`config.mk`:
```
export PLATFORM = sky130hd
export DESIGN_NAME = frequency_rocof_threshold_monitor_core
export DESIGN_NICKNAME = d
export VERILOG_FILES = /design/src/rtl/frtm_pkg.sv /design/src/rtl/frtm_sdiv.sv /design/src/rtl/frtm_smul.sv /design/src/rtl/frequency_rocof_threshold_monitor_core.sv
export SDC_FILE = /design/constraint.sdc
export NUM_CORES = 1
export LEC_CHECK = 0
export ABC_AREA = 1
export BUFFER_PORTS_ARGS = -buffer_cell sky130_fd_sc_hd__clkbuf_2
export CAP_MARGIN = 10
export CORE_MARGIN = 5
export CORE_UTILIZATION = 50
export CTS_CLUSTER_SIZE = 30
export DETAILED_ROUTE_END_ITERATION = 16
export GPL_ROUTABILITY_DRIVEN = 0
export PLACE_DENSITY = 0.76
export SETUP_SLACK_MARGIN = 0.5
export SLEW_MARGIN = 20
export SYNTH_ARGS = -nofsm -noshare
export SYNTH_HDL_FRONTEND = slang
export SYNTH_SLANG_ARGS = --single-unit
```
`constraint.sdc`:
```
create_clock -name clk -period 8.45 [get_ports clk]
set_clock_uncertainty 0.15 [all_clocks]
set_input_delay 1.69 -clock clk [delete_from_list [all_inputs] [get_ports clk]]
set_output_delay 1.69 -clock clk [all_outputs]
set_load 0.02 [all_outputs]
```
`src/rtl/frtm_pkg.sv`:
```
// ----------------------------------------------------------------------------
// frtm_pkg
// Shared types, widths and codes for the frequency / rocof threshold monitor.
// ----------------------------------------------------------------------------
package frtm_pkg;

    // field widths
    localparam int RATE_W  = 16;
    localparam int COUNT_W = 16;
    localparam int FREQ_W  = 24;
    localparam int ROCL_W  = 31;
    localparam int ROC_W   = 32;
    localparam int CFG_W   = 31;
    localparam int ADDR_W  = 2;

    // bit-serial divider: quotient bits, remainder bits, step counter bits
    localparam int DIV_QW = 50;
    localparam int DIV_RW = 25;
    localparam int DIV_CW = $clog2(DIV_QW + 1);

    // bit-serial multiplier: multiplicand bits, multiplier bits, counter bits
    localparam int MUL_AW = 48;
    localparam int MUL_BW = 24;
    localparam int MUL_PW = MUL_AW + MUL_BW;
    localparam int MUL_CW = $clog2(MUL_BW + 1);

    // roc magnitude after dropping the eight fraction bits of the quotient
    localparam int MAG_W = DIV_QW - 8;

    // register indexes
    localparam logic [ADDR_W-1:0] CFG_SAMPLE_RATE = 2'd0;
    localparam logic [ADDR_W-1:0] CFG_FREQ_LIMIT  = 2'd1;
    localparam logic [ADDR_W-1:0] CFG_ROC_LIMIT   = 2'd2;

    // register reset values
    localparam logic [RATE_W-1:0] SAMPLE_RATE_RST = 16'd16000;
    localparam logic [FREQ_W-1:0] FREQ_LIMIT_RST  = 24'd12800;
    localparam logic [ROCL_W-1:0] ROC_LIMIT_RST   = 31'd2560;

    // sequencer states
    typedef enum logic [2:0] {
        ST_IDLE,
        ST_FDIV,
        ST_MUL1,
        ST_MUL2,
        ST_RDIV,
        ST_RES
    } state_t;

    // divider request
    typedef struct packed {
        logic              start;
        logic [DIV_RW-1:0] rem_init;
        logic [DIV_QW-1:0] dividend;
        logic [DIV_RW-1:0] divisor;
        logic [DIV_CW-1:0] steps;
    } div_req_t;

    // multiplier request
    typedef struct packed {
        logic              start;
        logic [MUL_AW-1:0] mcand;
        logic [MUL_BW-1:0] mplier;
    } mul_req_t;

endpackage

```
`src/rtl/frtm_sdiv.sv`:
```
// ----------------------------------------------------------------------------
// frtm_sdiv
// Restoring divider, one quotient bit per cycle, dividend shifted in msb first.
// ----------------------------------------------------------------------------
module frtm_sdiv (
    input  logic                       clk,
    input  logic                       rst_n,
    input  frtm_pkg::div_req_t         req,
    output logic                       done,
    output logic [frtm_pkg::DIV_QW-1:0] quot
);
    import frtm_pkg::*;

    logic [DIV_RW-1:0] rem_reg;
    logic [DIV_QW-1:0] dvd_reg;
    logic [DIV_RW-1:0] dsr_reg;
    logic [DIV_QW-1:0] quot_reg;
    logic [DIV_CW-1:0] cnt_reg;
    logic              busy_reg;
    logic              done_reg;

    logic [DIV_RW:0]   rem_shift;
    logic [DIV_RW:0]   rem_diff;
    logic              fits;
    logic [DIV_RW-1:0] rem_step;

    // one restoring step
    always_comb
    begin
        rem_shift = {rem_reg, dvd_reg[DIV_QW-1]};
        rem_diff  = rem_shift - {1'b0, dsr_reg};
        fits      = (rem_shift >= {1'b0, dsr_reg});
        rem_step  = fits ? rem_diff[DIV_RW-1:0] : rem_shift[DIV_RW-1:0];
    end

    // step control
    always_ff @(posedge clk or negedge rst_n)
    begin
        if (!rst_n)
        begin
            busy_reg <= 1'b0;
            done_reg <= 1'b0;
            cnt_reg  <= '0;
        end
        else
        begin
            done_reg <= 1'b0;
            if (req.start)
            begin
                busy_reg <= 1'b1;
                cnt_reg  <= req.steps;
            end
            else if (busy_reg)
            begin
                cnt_reg <= cnt_reg - 1'b1;
                if (cnt_reg == DIV_CW'(1))
                begin
                    busy_reg <= 1'b0;
                    done_reg <= 1'b1;
                end
            end
        end
    end

    // remainder, dividend and quotient shift registers
    always_ff @(posedge clk)
    begin
        if (req.start)
        begin
            rem_reg  <= req.rem_init;
            dvd_reg  <= req.dividend;
            dsr_reg  <= req.divisor;
            quot_reg <= '0;
        end
        else if (busy_reg)
        begin
            rem_reg  <= rem_step;
            dvd_reg  <= {dvd_reg[DIV_QW-2:0], 1'b0};
            quot_reg <= {quot_reg[DIV_QW-2:0], fits};
        end
    end

    assign done = done_reg;
    assign quot = quot_reg;

endmodule

```
`src/rtl/frtm_smul.sv`:
```
// ----------------------------------------------------------------------------
// frtm_smul
// Shift-add multiplier, one multiplier bit per cycle, lsb first.
// ----------------------------------------------------------------------------
module frtm_smul (
    input  logic                       clk,
    input  logic                       rst_n,
    input  frtm_pkg::mul_req_t         req,
    output logic                       done,
    output logic [frtm_pkg::MUL_PW-1:0] prod
);
    import frtm_pkg::*;

    logic [MUL_AW-1:0] hi_reg;
    logic [MUL_BW-1:0] lo_reg;
    logic [MUL_AW-1:0] mcand_reg;
    logic [MUL_CW-1:0] cnt_reg;
    logic              busy_reg;
    logic              done_reg;

    logic [MUL_AW:0]   sum;

    // partial product add
    always_comb
    begin
        sum = {1'b0, hi_reg} + {1'b0, (lo_reg[0] ? mcand_reg : '0)};
    end

    // step control
    always_ff @(posedge clk or negedge rst_n)
    begin
        if (!rst_n)
        begin
            busy_reg <= 1'b0;
            done_reg <= 1'b0;
            cnt_reg  <= '0;
        end
        else
        begin
            done_reg <= 1'b0;
            if (req.start)
            begin
                busy_reg <= 1'b1;
                cnt_reg  <= MUL_CW'(MUL_BW);
            end
            else if (busy_reg)
            begin
                cnt_reg <= cnt_reg - 1'b1;
                if (cnt_reg == MUL_CW'(1))
                begin
                    busy_reg <= 1'b0;
                    done_reg <= 1'b1;
                end
            end
        end
    end

    // product shifts right, multiplier bits drop out the bottom
    always_ff @(posedge clk)
    begin
        if (req.start)
        begin
            hi_reg    <= '0;
            lo_reg    <= req.mplier;
            mcand_reg <= req.mcand;
        end
        else if (busy_reg)
        begin
            hi_reg <= sum[MUL_AW:1];
            lo_reg <= {sum[0], lo_reg[MUL_BW-1:1]};
        end
    end

    assign done = done_reg;
    assign prod = {hi_reg, lo_reg};

endmodule

```
`src/rtl/frequency_rocof_threshold_monitor_core.sv`:
```
// ----------------------------------------------------------------------------
// frequency_rocof_threshold_monitor_core
// Period count to frequency, rate of change of frequency and limit flags.
// ----------------------------------------------------------------------------
// Sequence: a zero count goes straight to the result; otherwise the bit-serial
// divider forms the frequency in 24 steps, and for later samples two 24-step
// shift-add multiplies and a 50-step divide form the rate of change.
// Flow: the next word is taken once the sequencer is idle, while the previous
// result may wait in the output reg.
// Reset: registers return to their defaults and the frequency history clears.
module frequency_rocof_threshold_monitor_core (
    input  logic                          clk,
    input  logic                          rst_n,
    input  logic                          cfg_wr_en,
    input  logic [frtm_pkg::ADDR_W-1:0]   cfg_addr,
    input  logic [frtm_pkg::CFG_W-1:0]    cfg_data,
    input  logic                          period_valid,
    output logic                          period_stall,
    input  logic [frtm_pkg::COUNT_W-1:0]  period_count,
    output logic                          result_valid,
    input  logic                          result_stall,
    output logic [frtm_pkg::FREQ_W-1:0]   freq_value,
    output logic signed [frtm_pkg::ROC_W-1:0] roc_value,
    output logic                          roc_valid,
    output logic                          limit_exceeded,
    output logic                          count_error
);
    import frtm_pkg::*;

    // configuration
    logic [RATE_W-1:0] sample_rate_reg;
    logic [FREQ_W-1:0] freq_limit_reg;
    logic [ROCL_W-1:0] roc_limit_reg;

    // history
    logic [FREQ_W-1:0] prev_freq_reg;
    logic              have_prev_reg;

    // per-word working registers
    state_t            state_reg;
    state_t            state_next;
    logic              err_reg;
    logic              valid_reg;
    logic              neg_reg;
    logic [FREQ_W-1:0] fn_reg;
    logic [FREQ_W-1:0] d_reg;
    logic [FREQ_W:0]   s_reg;
    logic [MAG_W-1:0]  mag_reg;

    // output register
    logic              out_valid_reg;
    logic [FREQ_W-1:0] out_freq_reg;
    logic [ROC_W-1:0]  out_roc_reg;
    logic              out_rvalid_reg;
    logic              out_exc_reg;
    logic              out_err_reg;

    // unit ports
    div_req_t          div_req;
    logic              div_done;
    logic [DIV_QW-1:0] div_quot;
    mul_req_t          mul_req;
    logic              mul_done;
    logic [MUL_PW-1:0] mul_prod;

    // sequencer strobes
    logic              accept;
    logic              cap_fn;
    logic              cap_mag;
    logic              load_out;

    // frequency from the divider, difference and sum against history
    logic [FREQ_W-1:0] fn_q;
    logic              fn_lt;
    logic [FREQ_W-1:0] d_calc;
    logic [FREQ_W:0]   s_calc;

    // result formatting
    logic              neg_eff;
    logic [ROC_W-1:0]  roc_bits;
    logic              exceeded;

    frtm_sdiv u_div (
        .clk   (clk),
        .rst_n (rst_n),
        .req   (div_req),
        .done  (div_done),
        .quot  (div_quot)
    );

    frtm_smul u_mul (
        .clk   (clk),
        .rst_n (rst_n),
        .req   (mul_req),
        .done  (mul_done),
        .prod  (mul_prod)
    );

    // difference and sum of new and previous frequency
    always_comb
    begin
        fn_q   = div_quot[FREQ_W-1:0];
        fn_lt  = (fn_q < prev_freq_reg);
        d_calc = fn_lt ? (prev_freq_reg - fn_q) : (fn_q - prev_freq_reg);
        s_calc = {1'b0, fn_q} + {1'b0, prev_freq_reg};
    end

    // next state and unit requests
    always_comb
    begin
        state_next = state_reg;
        accept     = 1'b0;
        cap_fn     = 1'b0;
        cap_mag    = 1'b0;
        load_out   = 1'b0;
        div_req    = '0;
        mul_req    = '0;
        case (state_reg)
            ST_IDLE:
            begin
                if (period_valid)
                begin
                    accept = 1'b1;
                    if (period_count == '0)
                    begin
                        state_next = ST_RES;
                    end
                    else
                    begin
                        // sample_rate * 256 / count, 24 quotient bits
                        div_req.start    = 1'b1;
                        div_req.rem_init = '0;
                        div_req.dividend = {sample_rate_reg, 8'd0,
                                            (DIV_QW - RATE_W - 8)'(0)};
                        div_req.divisor  = DIV_RW'(period_count);
                        div_req.steps    = DIV_CW'(FREQ_W);
                        state_next       = ST_FDIV;
                    end
                end
            end
            ST_FDIV:
            begin
                if (div_done)
                begin
                    cap_fn = 1'b1;
                    if (have_prev_reg)
                    begin
                        // fn * fo
                        mul_req.start  = 1'b1;
                        mul_req.mcand  = MUL_AW'(prev_freq_reg);
                        mul_req.mplier = fn_q;
                        state_next     = ST_MUL1;
                    end
                    else
                    begin
                        state_next = ST_RES;
                    end
                end
            end
            ST_MUL1:
            begin
                if (mul_done)
                begin
                    // d * fn * fo
                    mul_req.start  = 1'b1;
                    mul_req.mcand  = mul_prod[MUL_AW-1:0];
                    mul_req.mplier = d_reg;
                    state_next     = ST_MUL2;
                end
            end
            ST_MUL2:
            begin
                if (mul_done)
                begin
                    // 2 * d * fn * fo / s; top bits preload the remainder
                    div_req.start    = 1'b1;
                    div_req.rem_init = DIV_RW'(mul_prod[MUL_PW-1:DIV_QW-1]);
                    div_req.dividend = {mul_prod[DIV_QW-2:0], 1'b0};
                    div_req.divisor  = s_reg;
                    div_req.steps    = DIV_CW'(DIV_QW);
                    state_next       = ST_RDIV;
                end
            end
            ST_RDIV:
            begin
                if (div_done)
                begin
                    cap_mag    = 1'b1;
                    state_next = ST_RES;
                end
            end
            ST_RES:
            begin
                if (!out_valid_reg || !result_stall)
                begin
                    load_out   = 1'b1;
                    state_next = ST_IDLE;
                end
            end
            default:
            begin
                state_next = ST_IDLE;
            end
        endcase
    end

    // state register
    always_ff @(posedge clk or negedge rst_n)
    begin
        if (!rst_n)
        begin
            state_reg <= ST_IDLE;
        end
        else
        begin
            state_reg <= state_next;
        end
    end

    // configuration writes
    always_ff @(posedge clk or negedge rst_n)
    begin
        if (!rst_n)
        begin
            sample_rate_reg <= SAMPLE_RATE_RST;
            freq_limit_reg  <= FREQ_LIMIT_RST;
            roc_limit_reg   <= ROC_LIMIT_RST;
        end
        else if (cfg_wr_en)
        begin
            case (cfg_addr)
                CFG_SAMPLE_RATE: sample_rate_reg <= cfg_data[RATE_W-1:0];
                CFG_FREQ_LIMIT:  freq_limit_reg  <= cfg_data[FREQ_W-1:0];
                CFG_ROC_LIMIT:   roc_limit_reg   <= cfg_data[ROCL_W-1:0];
                default:         ;
            endcase
        end
    end

    // frequency history, updated when a good word's result is issued
    always_ff @(posedge clk or negedge rst_n)
    begin
        if (!rst_n)
        begin
            prev_freq_reg <= '0;
            have_prev_reg <= 1'b0;
        end
        else if (load_out && !err_reg)
        begin
            prev_freq_reg <= fn_reg;
            have_prev_reg <= 1'b1;
        end
    end

    // per-word working registers
    always_ff @(posedge clk)
    begin
        if (accept)
        begin
            err_reg   <= (period_count == '0);
            valid_reg <= 1'b0;
            neg_reg   <= 1'b0;
            mag_reg   <= '0;
        end
        if (cap_fn)
        begin
            fn_reg    <= fn_q;
            d_reg     <= d_calc;
            s_reg     <= s_calc;
            neg_reg   <= fn_lt;
            valid_reg <= have_prev_reg;
        end
        if (cap_mag)
        begin
            // a zero sum means both frequencies are zero
            mag_reg <= (s_reg == '0) ? '0 : div_quot[DIV_QW-1:8];
        end
    end

    // saturation and limit check
    always_comb
    begin
        neg_eff = neg_reg && (mag_reg != '0);
        if (neg_eff)
        begin
            if (mag_reg > MAG_W'(33'h1_0000_0000 >> 1))
            begin
                roc_bits = {1'b1, (ROC_W - 1)'(0)};
            end
            else
            begin
                roc_bits = ROC_W'(0) - mag_reg[ROC_W-1:0];
            end
        end
        else
        begin
            if (mag_reg > MAG_W'({1'b0, {(ROC_W - 1){1'b1}}}))
            begin
                roc_bits = {1'b0, {(ROC_W - 1){1'b1}}};
            end
            else
            begin
                roc_bits = mag_reg[ROC_W-1:0];
            end
        end
        exceeded = (fn_reg > freq_limit_reg) || (mag_reg > MAG_W'(roc_limit_reg));
    end

    // output valid
    always_ff @(posedge clk or negedge rst_n)
    begin
        if (!rst_n)
        begin
            out_valid_reg <= 1'b0;
        end
        else if (load_out)
        begin
            out_valid_reg <= 1'b1;
        end
        else if (!result_stall)
        begin
            out_valid_reg <= 1'b0;
        end
    end

    // output word
    always_ff @(posedge clk)
    begin
        if (load_out)
        begin
            out_err_reg    <= err_reg;
            out_freq_reg   <= err_reg ? '0 : fn_reg;
            out_roc_reg    <= err_reg ? '0 : roc_bits;
            out_rvalid_reg <= err_reg ? 1'b0 : valid_reg;
            out_exc_reg    <= err_reg ? 1'b0 : exceeded;
        end
    end

    assign period_stall   = (state_reg != ST_IDLE);
    assign result_valid   = out_valid_reg;
    assign freq_value     = out_freq_reg;
    assign roc_value      = out_roc_reg;
    assign roc_valid      = out_rvalid_reg;
    assign limit_exceeded = out_exc_reg;
    assign count_error    = out_err_reg;

endmodule
```
==> results of run 1 <==
layout make-up:
type / instances / area share
tap: 931 / 0.03063
clock inverter: 47 / 0.01326
sequential: 560 / 0.4016
antenna: 1 / 0.00006580
timing repair buffer: 133 / 0.01934
multi-input combinational: 2995 / 0.4157
clock buffer: 64 / 0.04010
inverter: 804 / 0.07935
layout by cell type (no fill, tap or decap), drive strengths merged, types with 4 or more instances in the layout:
cell type	n
a21boi	5
a21o	8
a21oi	226
a22oi	23
buf	20
bufinv	7
clkbuf	177
clkinv	30
clkinvlp	5
dfrtp	104
dfstp	11
dfxtp	98
edfxtp	347
fa	5
ha	204
inv	809
nand2	1151
nand3	226
nand3b	17
nand4	66
nor2	412
nor3	78
nor4	15
o211ai	16
o21a	4
o21ai	300
o21bai	22
o22ai	74
or2	6
xnor2	22
xor2	94
worst min path at each step:
stage / from / to / slack, ns / cells after the start
final: u_div.quot[49] / u_div.quot[49] / 0.34 / 2
after CTS: u_div.quot[49] / u_div.quot[49] / 0.34 / 2
after detailed placement: u_div.quot[49] / u_div.quot[49] / 0.32 / 2
after floorplan: u_div.quot[49] / u_div.quot[49] / 0.30 / 2
after global routing: roc_limit_reg[9] / roc_limit_reg[9] / 0.35 / 2
after global placement: u_div.quot[49] / u_div.quot[49] / 0.31 / 2
metrics by stage:
step	power, W	std cells	worst slack [ns]
2_1_floorplan	0.008309	4502	2.787
3_3_place_gp	0.009705	5422	2.830
3_5_place_dp	0.009859	5422	2.766
4_1_cts	0.01256	5533	3.411
5_1_grt	0.01349	5535	3.068
6_report	0.01268	5535	3.361
cells by family after synthesis:
kind of cell | after synthesis
adder cells (fa/ha/maj) | 209
XOR/XNOR | 116
flip-flops | 560
AND/OR/NAND/NOR | 1978
buffers and inverters | 947
AO/OA/AOI/OAI | 692
report_power, final:
part / internal, W / switching (W) / total, W
Clock: 0.00154 / 0.00116 / 0.00269
Combinational: 0.00178 / 0.00395 / 0.00573
Sequential: 0.00374 / 0.000521 / 0.00426
Total: 0.00705 / 0.00563 / 0.0127
worst max-delay path: stages:
cell	delay (ns)
clkbuf_2	0.07
inv_1	0.05
nand4_1	0.09
nor2_1	0.06
nand2_1	0.52
nand2_1	0.63
nand2_4	0.49
inv_2	0.10
nand2_4	0.76
buf_4	0.64
o221ai_1	0.18
layer usage:
metal,vias to the layer above,GRT usage,routed length [um]
met5,-,0,0
met4,0,0.1130,5045
met3,267,0.03953,8960
met2,1559,0.4290,47220
met1,14198,0.3556,41360
li1,14681,-,-
==> flow_summary_export.csv, run 1 <==
group,metric,value,unit
cells_and_area,drive_above_1_share,0.06626,
floorplan,fp.dieH,273.8,um
synth,yosysSeqAreaShare,0.4390,
clock_network,clockBufferDepth,3,
clock_network,post_cts_resized,0,
sta,tns,0,ns
synth,synthCells,4502,
detailed_routing,vias_per_cell,5.547,
synth,synth_top_area_share,0.2995,
synth,synth_common_cells,"1140 x nand2_1, 784 x inv_1, 395 x nor2_1",
clock_network,numCtsBuffers,59,
sta,rsz0062_at_grt,"no",
clock_network,clock_latency,0.66,ns
cells_and_area,final_nets,4816,
cells_and_area,area_growth,9.322,%
synth,synth_edf_count,347,
sta,finalMaxSlewViolations,0,
sta,period_minus_slack,5.089,ns
floorplan,dieArea,0.07496,mm2
power,p_per_area,333.5,mW/mm2
synth,ys_seq_elements,560,
global_routing,grt_pass1_vias,28185,
floorplan,core_area,0.06883,mm2
clock_network,root_buffer,"clkbuf_16",
clock_network,cts_tree,"done",
flow_run,maxCapViolCount,0,
clock_network,hold_buffers,0,
synth,synth_area_leader_cell,"edfxtp_1",
detailed_routing,drtAntennaViolNets,0,
synth,synth_flop_cell,"edfxtp_1",
clock_network,cts_setup_buffers,0,
synth,yosys.area_share.simple,0.2376,
sta,holdWs,0.3359,ns
detailed_routing,num_vias,30705,
synth,synth_cell_type_count,58,
placed_design,io_buffers,114,
cells_and_area,final_area,0.03803,mm2
synth,synth_top_family_by_area,"simple AND/OR/NAND/NOR gates",
worst_setup_path,critical_path.startpoint_type,"input pin",
synth,synth-compound-area-share,0.1097,
sta,max-slew-margin-rel,0.2646,
clock_network,clock-sinks,560,
floorplan,io_pins,115,
clock_network,h-tree-depth,2,
cells_and_area,num-fill-cells,6196,
cells_and_area,multi_input_area,0.01581,mm2
synth,synth.area.mux_share,0,
worst_setup_path,worstPathRequired,8.74,ns
floorplan,std_cell_rows,96,
worst_setup_path,cp-end-kind,"flop",
global_routing,antenna_found_initial,1,
synth,synth.area.top_cells,"edfxtp_1 30%, nand2_1 12%, inv_1 8.5%",
clock_network,clk_pin_slew,0.06,ns
synth,synth-xor-area-share,0.02920,
synth,synth_area,0.03479,mm2
cells_and_area,largest_reg_flops,50,
power,vdd_drop_max,218.0,uV
detailed_routing,wl_per_cell,18.53,um
worst_setup_path,crit_type,"input pin to flop",
global_routing,grt_max_degree,92,
synth,synth.most_common_cell,"nand2_1",
placed_design,placedInstanceArea,0.03597,mm2
worst_setup_path,crit_path_max_fanout,76,
global_routing,grt_overflow,0,
floorplan,start_util,0.5055,
global_routing,grt_pass1_wl,156700,um
sta,fmax,196.5,MHz
global_routing,grt_usage,0.2645,
detailed_routing,drt_iter0_markers,4111,
sta,setup_violations,0,
placed_design,post-dp-hpwl,78110,um
worst_setup_path,r2r_start,"u_mul.done",
worst_setup_path,r2r-end,"u_div.cnt_reg[1]",
synth,ys_warn_count,0,
sta,period_share,0.6022,
synth,synthesis.nets,4765,
detailed_routing,totalWireLength,102600,um
worst_setup_path,cp_data_arrival_time,5.38,ns
detailed_routing,drc,0,
cells_and_area,utilization,0.5526,
worst_hold_path,hp-class,"flop to flop",
worst_setup_path,rr_worst_depth,8,
synth,avgSynthCellArea,7.728,um2
floorplan,die-width,273.8,um
synth,synth_fa_ha_area_frac,0.07625,
worst_setup_path,critPathCapture,"u_div.cnt_reg[1]",
detailed_routing,dr.pass1.iters,6,
worst_setup_path,crit_start,"period_count[5]",
synth,async_flop_share,0.2054,
power,p_leak,18.16,nW
outcome,status,"completed",
worst_setup_path,rrSetupSlack,3.57,ns
sta,worst_pin_slew,1.100,ns
cells_and_area,ff_latch_area,0.01527,mm2
sta,hold_violations,0,
(Power assumes the default switching activity.)
==> run 2, diff against run 1 <==
--- a/config.mk
+++ b/config.mk
@@ -5,7 +5,7 @@
 export SDC_FILE = /design/constraint.sdc
 export NUM_CORES = 1
 export LEC_CHECK = 0
-export ABC_AREA = 1
+export ABC_AREA = 0
 export BUFFER_PORTS_ARGS = -buffer_cell sky130_fd_sc_hd__clkbuf_2
 export CAP_MARGIN = 10
 export CORE_MARGIN = 5
@@ -13,7 +13,7 @@
 export CTS_CLUSTER_SIZE = 30
 export DETAILED_ROUTE_END_ITERATION = 16
 export GPL_ROUTABILITY_DRIVEN = 0
-export PLACE_DENSITY = 0.76
+export PLACE_DENSITY = 0.77
 export SETUP_SLACK_MARGIN = 0.5
 export SLEW_MARGIN = 20
 export SYNTH_ARGS = -nofsm -noshare
==> constraint.sdc (replaced) <==
create_clock -name clk -period 4.7 [get_ports clk]
set_clock_uncertainty 0.15 [all_clocks]
set_input_delay 0.94 -clock clk [delete_from_list [all_inputs] [get_ports clk]]
set_output_delay 0.94 -clock clk [all_outputs]
set_load 0.02 [all_outputs]
==> run 2 against run 1 <==
  * Non-clock buffer count rose by 14
  * First-iteration DRC count fell by 36%
  * Synthesized area fell by 9.9%
  * Total power rose by 88%
  * Hold slack got worse by 0.033 ns
  * Worst setup slack got worse by 2.7 ns
  * Sequential power rose by 95%
  * Critical endpoint is now d_reg[21]
==> flow_summary_export.csv, run 2 <==
group,metric,value,unit
outcome,status,"completed",
global_routing,grt_usage,0.2479,
power,switching_share,0.4053,
power,p_per_area,682.4,mW/mm2
floorplan,io_pins,115,
clock_network,post_cts_resized,0,
flow_run,maxCapViolCount,0,
worst_setup_path,r2r-end,"d_reg[21]",
sta,worst_pin_slew,1.062,ns
worst_setup_path,crit_path_max_fanout,6,
placed_design,io_buffers,114,
synth,avgSynthCellArea,10.20,um2
synth,synthCells,3073,
synth,ys_seq_elements,560,
detailed_routing,drc,0,
detailed_routing,num_vias,24093,
power,p_clk_frac,0.210,
floorplan,die-width,260.3,um
sta,period_share,0.8493,
clock_network,clock-sinks,560,
worst_setup_path,cp_data_arrival_time,4.22,ns
power,report.power.total,0.02379,W
synth,synth_area,0.03134,mm2
clock_network,root_buffer,"clkbuf_16",
global_routing,grt_overflow,0,
synth,synth.most_common_cell,"edfxtp_1",
cells_and_area,area_growth,11.25,%
clock_network,cts_tree,"done",
synth,synth_common_cells,"347 x edfxtp_1, 304 x nand2_1, 226 x nor2_1",
power,p_int,0.01415,W
cells_and_area,largest_reg_flops,50,
synth,synthesis.nets,3336,
cells_and_area,final_nets,3392,
synth,async_flop_share,0.2054,
detailed_routing,totalWireLength,86170,um
worst_setup_path,r2r_start,"prev_freq_reg[1]",
floorplan,dieArea,0.06778,mm2
floorplan,start_util,0.5059,
global_routing,grt_pass1_wl,132300,um
worst_setup_path,worstPathRequired,4.93,ns
sta,fmax,250.5,MHz
worst_setup_path,critPathCapture,"d_reg[21]",
sta,tns,0,ns
worst_setup_path,rrSetupSlack,0.71,ns
worst_setup_path,cp-end-kind,"flop",
floorplan,fp.dieH,260.3,um
detailed_routing,vias_per_cell,6.001,
sta,setup_violations,0,
sta,period_minus_slack,3.991,ns
detailed_routing,drtAntennaViolNets,0,
worst_setup_path,rr_worst_depth,12,
detailed_routing,wl_per_cell,21.46,um
global_routing,grt_max_degree,83,
power,combPwrFrac,0.441,
floorplan,core_area,0.06194,mm2
global_routing,grt_pass1_vias,22735,
synth,ys_warn_count,0,
clock_network,clockBufferDepth,3,
cells_and_area,final_common_cell,"edfxtp_1",
power,p_leak,14.99,nW
cells_and_area,num-fill-cells,5153,
synth,synth_flop_cell,"edfxtp_1",
worst_setup_path,critical_path.startpoint_type,"flop",
power,vdd_drop_max,347.2,uV
sta,finalMaxSlewViolations,0,
worst_setup_path,crit_type,"flop to flop",
sta,rsz0062_at_grt,"yes",
sta,max-slew-margin-rel,0.2857,
detailed_routing,drt_iter0_markers,2626,
global_routing,antenna_found_initial,5,
clock_network,cts_setup_buffers,0,
synth,synth_area_leader_cell,"edfxtp_1",
power,seq_power_share,0.349,
placed_design,post-dp-hpwl,61110,um
clock_network,h-tree-depth,2,
detailed_routing,dr.pass1.iters,7,
cells_and_area,drive_above_1_share,0.1164,
clock_network,numCtsBuffers,57,
clock_network,hold_buffers,0,
cells_and_area,antenna_cells,0,
sta,hold_violations,0,
clock_network,clock_latency,0.63,ns
synth,synth_top_area_share,0.3325,
synth,synth_cell_type_count,80,
cells_and_area,mostFrequentLayoutCells,"347 x edfxtp_1, 302 x nand2_1, 222 x nor2_1, 204 x ha_1, 192 x o21ai_0",
floorplan,std_cell_rows,91,
synth,synth_edf_count,347,
clock_network,clk_pin_slew,0.07,ns
power,p_switching,0.009642,W
synth,synth.area.top_cells,"edfxtp_1 33%, dfrtp_1 8.3%, ha_1 8.1%",
worst_setup_path,crit_start,"prev_freq_reg[1]",
worst_hold_path,hp-class,"input pin to async pin",
synth,yosysSeqAreaShare,0.4874,
-- run 2: cell types whose count changed in the layout (fill, tap and decap cells not counted), moves of 47 or more --
cell	before	now
inv_1	784	186
a21o_1	8	90
xnor2_1	22	79
o22ai_1	74	3
xor2_1	94	37
nand2_1	1140	302
nand3_1	219	35
nor2b_1	0	47
mux2i_1	0	105
and2_1	2	129
mux2_2	0	72
o21ai_1	63	1
nor2_1	393	222
-- run 2: final cells by class --
cell class | count | area, um2 | area share
sequential | 560 | 15280 | 0.4382
inverter | 189 | 719.4 | 0.02064
timing repair buffer | 147 | 845.8 | 0.02426
multi-input combinational | 2174 | 14880 | 0.4270
clock inverter | 30 | 406.6 | 0.01166
clock buffer | 78 | 1682 | 0.04824
tap | 837 | 1047 | 0.03004
-- run 2: per-stage QoR --
step	instances	utilization	instance area (um2)	hold slack, ns	worst slack, ns
floorplan	3073	-	31480	0.3004	0.2122
global placement	3907	0.5289	32760	0.3215	0.7803
detailed placement	3907	0.5289	32760	0.3285	0.7218
CTS	4015	0.5626	34850	0.3213	0.6907
global route	4015	0.5628	34860	0.3584	0.4338
finish	4015	0.5628	34860	0.3028	0.7085
-- run 2: cell families after synthesis --
logic type      count (synthesis)  share of synthesized area
simple gates                  938                     0.1445
compound gates                734                     0.1501
flops                         560                     0.4874
buf+inv                       339                    0.04145
fa+ha+maj                     209                    0.08465
mux                           177                    0.05942
xor+xnor                      116                    0.03242
-- run 2: worst min path at each step --
stage               slack [ns]  cells past startpoint              from                  to
global route              0.36                      2  u_mul.hi_reg[40]    u_mul.hi_reg[40]
global placement          0.32                      2  u_mul.hi_reg[40]    u_mul.hi_reg[40]
detailed placement        0.33                      2         fn_reg[0]    prev_freq_reg[0]
floorplan                 0.30                      2  u_mul.hi_reg[33]    u_mul.hi_reg[33]
finish                    0.30                      1             rst_n  freq_limit_reg[16]
CTS                       0.32                      1             rst_n  freq_limit_reg[16]
-- run 2: power groups by stage --
| stage | sequential [W] | clock [W] | combinational (W) |
|---|---|---|---|
| after floorplan | 0.00799 | 0 | 0.00766 |
| after global placement | 0.00831 | 0 | 0.00999 |
| after detailed placement | 0.00835 | 0 | 0.0102 |
| after CTS | 0.00827 | 0.00505 | 0.0103 |
| after global routing | 0.00840 | 0.00528 | 0.0115 |
| final | 0.00830 | 0.00499 | 0.0105 |
-- run 2: layer usage --
layer  vias to the layer above  track usage  share of wire  wire length [um]
met4                         8       0.1005          0.045              3871
met5                         -            0        0.00052                45
li1                      11098            -              -                 -
met3                       227      0.05592          0.096              8279
met2                      1201       0.3782           0.44             38110
met1                     11559       0.3446           0.42             35870
-- run 2: critical path, cell delays in order, from the launching register on --
cell and delay, ns:
dfrtp_1 0.49, inv_1 0.14, ha_1 0.33, nor2b_1 0.14, o21a_1 0.18, o21ai_0 0.35
a21oi_1 0.23, a2111oi_0 0.72, nor2_1 0.11, nor3_1 0.47, o21ai_0 0.13, o21ai_0 0.22
xnor2_1 0.09
